## src/rtl/core/dkt_pkg.sv

```systemverilog
// Package of shared types, constants and the index hash for the dense keyed table.
package dkt_pkg;

   localparam int CAPACITY_DEF     = 1024;
   localparam int PAYLOAD_BITS_DEF = 32;
   localparam int INDEX_DEPTH_DEF  = 2048;

   localparam logic [2:0] ACT_UPDATED = 3'd0;
   localparam logic [2:0] ACT_APPENDED = 3'd1;
   localparam logic [2:0] ACT_REMOVED = 3'd2;
   localparam logic [2:0] ACT_ABSENT  = 3'd3;
   localparam logic [2:0] ACT_FULL    = 3'd4;

   localparam logic OP_APPLY  = 1'b0;
   localparam logic OP_REMOVE = 1'b1;

   typedef struct packed {
      logic        operation;
      logic [15:0] key_x;
      logic [15:0] key_y;
      logic [15:0] key_z;
      logic        loaded;
      logic [31:0] payload;
   } req_word_type;

   typedef struct packed {
      logic [2:0]  action;
      logic [9:0]  slot;
      logic        moved;
      logic [9:0]  moved_from;
      logic [10:0] count;
   } rsp_word_type;

   // Classified command handed from the front part to the back part.
   typedef struct packed {
      logic        is_remove;
      logic [47:0] key;
      logic [63:0] data;
   } cmd_word_type;

   // Full 32-bit hash before reduction to the index depth.
   function automatic logic [31:0] hash32(input logic [47:0] key);
      logic [31:0] h;
      h = ({16'd0, key[15:0]} * 32'd73856093) ^ ({16'd0, key[31:16]} * 32'd19349663)
          ^ ({16'd0, key[47:32]} * 32'd83492791);
      h = h ^ (h >> 15);
      return h;
   endfunction

endpackage

```

## src/rtl/core/dkt_front.sv

```systemverilog
// Front part: accepts request words, classifies them and feeds a short command queue.
module dkt_front #(
   parameter int PAYLOAD_BITS = dkt_pkg::PAYLOAD_BITS_DEF
) (
   input  logic                  clock,
   input  logic                  reset,
   input  logic                  req_valid,
   output logic                  req_ready,
   input  dkt_pkg::req_word_type req_word,
   output logic                  cmd_valid,
   input  logic                  cmd_ready,
   output dkt_pkg::cmd_word_type cmd_word
);
   localparam int QD = 2;
   dkt_pkg::cmd_word_type q_ff [QD];
   logic                  rd_ff, rd_in, wr_ff, wr_in;
   logic [1:0]            cnt_ff, cnt_in;
   dkt_pkg::cmd_word_type c;
   logic                  push, pop;

   assign req_ready = (cnt_ff != 2'(QD));
   assign cmd_valid = (cnt_ff != 2'd0);
   assign cmd_word  = q_ff[rd_ff];
   assign push = req_valid && req_ready;
   assign pop  = cmd_valid && cmd_ready;

   always_comb begin
      c.is_remove = (req_word.operation == dkt_pkg::OP_REMOVE) || !req_word.loaded;
      c.key = {req_word.key_z, req_word.key_y, req_word.key_x};
      c.data = '0;
      c.data[PAYLOAD_BITS-1:0] = PAYLOAD_BITS'({32'd0, req_word.payload});
      rd_in = pop ? !rd_ff : rd_ff;
      wr_in = push ? !wr_ff : wr_ff;
      cnt_in = cnt_ff + 2'(push) - 2'(pop);
   end

   always_ff @(posedge clock) begin
      if (push) q_ff[wr_ff] <= c;
      if (reset) begin
         rd_ff <= 1'b0; wr_ff <= 1'b0; cnt_ff <= 2'd0;
      end else begin
         rd_ff <= rd_in; wr_ff <= wr_in; cnt_ff <= cnt_in;
      end
   end
endmodule

```

## config.mk

```make
export PLATFORM = sky130hd
export DESIGN_NAME = dkt_front
export DESIGN_NICKNAME = d
export VERILOG_FILES = /design/src/rtl/core/dkt_pkg.sv /design/src/rtl/core/dkt_front.sv
export SDC_FILE = /design/constraint.sdc
export NUM_CORES = 1
export LEC_CHECK = 0
export BUFFER_PORTS_ARGS = -buffer_cell sky130_fd_sc_hd__buf_2
export CAP_MARGIN = 25
export CORE_MARGIN = 2
export CORE_UTILIZATION = 51
export DETAILED_ROUTE_END_ITERATION = 6
export HOLD_SLACK_MARGIN = 0.08
export PLACE_DENSITY = 0.8
export SYNTH_ARGS = -nofsm -noshare
export SYNTH_HDL_FRONTEND = slang
export SYNTH_SLANG_ARGS = --single-unit
```

## constraint.sdc

```tcl
create_clock -name clock -period 3.74 [get_ports clock]
set_clock_uncertainty 0.1 [all_clocks]
set_input_delay 0.748 -clock clock [delete_from_list [all_inputs] [get_ports clock]]
set_output_delay 0.748 -clock clock [all_outputs]
set_load 0.1 [all_outputs]
```

==> metrics <==
Final TNS setup 0 ps; FP Rows 40; hold depth 2; Yosys warnings 0; RSZ-0062 raised after global routing false; min Tclk post-route around 3000 ps; Hold Buf Count CTS 0; clk slew on worst S/H paths approximately 60 ps; Final setup viols 0; die area around 13000 um2; post-synthesis cell area 6360 um2; Reg2Reg Depth 4; number of flops mapped to enable cells by yosys 162; diode count 0; #FFs+latches synth around 170; commonest cells in the netlist edfxtp_1, mux2_1, buf_4; worst min path class flop to flop; Avg Inst Size Synth about 20 um2; fraction of layout cells with a size suffix above 1 42.3%; post-CTS sizing 0; I/O pin count approximately 200; final period utilization approximately four fifths; Final #Nets 582; Wirelength per Cell roughly 16 um; Worst EP arrival between 2000 and 2500 ps; outcome complete, no violations; final hold violation count 0; DRC 0; top_reg_cell synth edfxtp_1; clock buffer depth 2; post-synthesis sequential area ratio between 70 and 80%; Clk Latency, worst-skew pair 410 ps; Worst Setup End Kind output port; CTS tree done; max_cap viols 0; global-route wire length before repair 16300 um; biggest area consumer among synthesized cells edfxtp_1; Worst VDD drop ~540 uV; Crit path required time 2890 ps; Detail Placement HPWL 7270 um; final slew viol count 0; final WL 11000 um; Vias 3223; Vias/cell 4.77; Iter 0 DRT Violations between 200 and 250; Crit Path Category flop to output port; Die Width 116 um; actual slew at the worst max-slew pin between 800 and 900 ps; final instance area 7860 um2; GP Congestion 0.729; Syn Inst Count 315; total iterations of the first detailed-routing run 4; share of flip-flops with an asynchronous set or reset 0%; starting density of the core a little over half; Crit Path Max Fanout 44; reg2reg end q_ff[0][8]$_DFFE_PP_; Static Leak roughly 0.0030 uW; DP Area 7290 um2; FMAX ~330 MHz; vertical die dimension about 120 um; grt total ovfl 0; I/O Buffers between 150 and 200; largest net degree at the start of global routing 46; top post-synthesis cells by area edfxtp_1, mux2_1, buf_4; Core ar. ~12000 um2; Total GRT Usage between 15 and 20%; top-area cell type share of the netlist area between 70 and 80%; reg2reg setup slack 1460 ps; slew margin rel. between 40% and 50%; Antenna Violating Nets Remaining 0; post-CTS setup buffers 0; # fillers a little under 900; Root Buffer clkbuf_16; vias in the first global route ~3.4k; Hold Path Origin rd_ff$_SDFFE_PP0P_; CP Launch Type flop; count leader, synth edfxtp_1; CTS HTree Levels 4; initial antenna violation count 0; Area Growth Syn to Fin 23.6%; Synth cell types 26; PD cells 833 nW/um2; TritonCTS Sinks 167; worst r2r src cnt_ff[1]$_SDFF_PP0_; Num CTS Buffers 17
==> worst max path at each step <==
stage	to	slack, ps	cells after the start	startpoint
6_report	cmd_word[65]	740	3	flop
5_1_grt	cmd_word[100]	610	3	flop
4_1_cts	cmd_word[100]	710	3	flop
3_5_place_dp	q_ff[0][27]$_DFFE_PP_	1130	4	req_valid
3_3_place_gp	cmd_word[100]	1170	3	flop
2_1_floorplan	q_ff[0][0]$_DFFE_PP_	180	3	cnt_ff[0]$_SDFF_PP0_
==> state kept, by name, indices dropped and copies added (netlist names), named ones only <==
name    count
wr_ff       1
q_ff      162
rd_ff       1
cnt_ff      2
==> routing by layer <==
metal | track usage (%) | share of wire [%] | vias to the layer above
met2 | 27.5 | 50 | 133
li1 | - | - | 1520
met5 | 0 | 0 | -
met1 | 19.0 | 41 | 1557
met3 | 7.43 | 8.2 | 13
met4 | 7.46 | 1.4 | 0
==> cells in the final DEF, fill, tap and decap left out <==
| master | count |
|---|---|
| buf_2 | 168 |
| edfxtp_1 | 162 |
| mux2_1 | 70 |
| conb_1 | 32 |
| clkbuf_16 | 17 |
| mux2_2 | 11 |
| clkinv_2 | 6 |
| nor2_1 | 4 |
| dfxtp_1 | 4 |
| clkinv_1 | 3 |
| bufinv_16 | 3 |
| clkbuf_1 | 3 |
| buf_12 | 3 |
| nand2b_1 | 2 |
| nor2b_1 | 2 |
| o21ba_2 | 1 |
| nand3_1 | 1 |
| o21ai_0 | 1 |
| and3_4 | 1 |
| nand3b_1 | 1 |
| or2_2 | 1 |
| o21ai_1 | 1 |
| xor2_1 | 1 |
| a21bo_1 | 1 |
| a21oi_1 | 1 |
| and3_1 | 1 |
| nor4bb_2 | 1 |
| nor4_1 | 1 |
| o31a_1 | 1 |
| nor3_2 | 1 |
| ha_1 | 1 |
| dfxtp_4 | 1 |
| clkinvlp_4 | 1 |
==> power breakdown <==
part	leakage [uW]	internal [uW]	switching, uW
Sequential	0.00156	2270	93.2
Combinational	0.00117	396	2110
Clock	0.000280	1040	646
Total	0.00301	3710	2840
==> metrics by stage <==
step / utilization, % / cells / total power [uW] / hold slack [ps] / setup WS [ps]
final: 64.9 / 676 / 6550 / 410 / 741
after global routing: 64.9 / 676 / 6760 / 396 / 615
after CTS: 64.9 / 676 / 6600 / 398 / 707
after detailed placement: 60.2 / 644 / 4920 / 392 / 1130
after global placement: 60.2 / 644 / 4890 / 386 / 1170
after floorplan: - / 346 / 4620 / 372 / 177
==> logic make-up (layout without fill, tap and decap cells) <==
group | count (synthesis) | count (layout) | synth area share (%)
flops | 167 | 167 | 78.1
mux | 81 | 81 | 14.3
buf+inv | 42 | 204 | 4.86
simple gates | 16 | 16 | 1.63
compound gates | 6 | 6 | 0.689
fa+ha+maj | 1 | 1 | 0.197
other cells | 1 | 32 | 0.0590
xor+xnor | 1 | 1 | 0.138
==> final cells by class <==
cell class	count	area [um2]	area share, %
Clock buffer	20	437	5.55
Multi-Input combinational cell	137	1210	15.3
Inverter	1	5.00	0.0637
Timing Repair Buffer	171	901	11.5
Tap cell	168	210	2.67
Sequential cell	167	4970	63.2
Clock inverter	12	134	1.70
==> critical path, stage by stage (launching register included) <==
cell,delay (ps)
dfxtp_4,690
buf_12,330
mux2_2,370
buf_2,290
(Power assumes the default switching activity.)
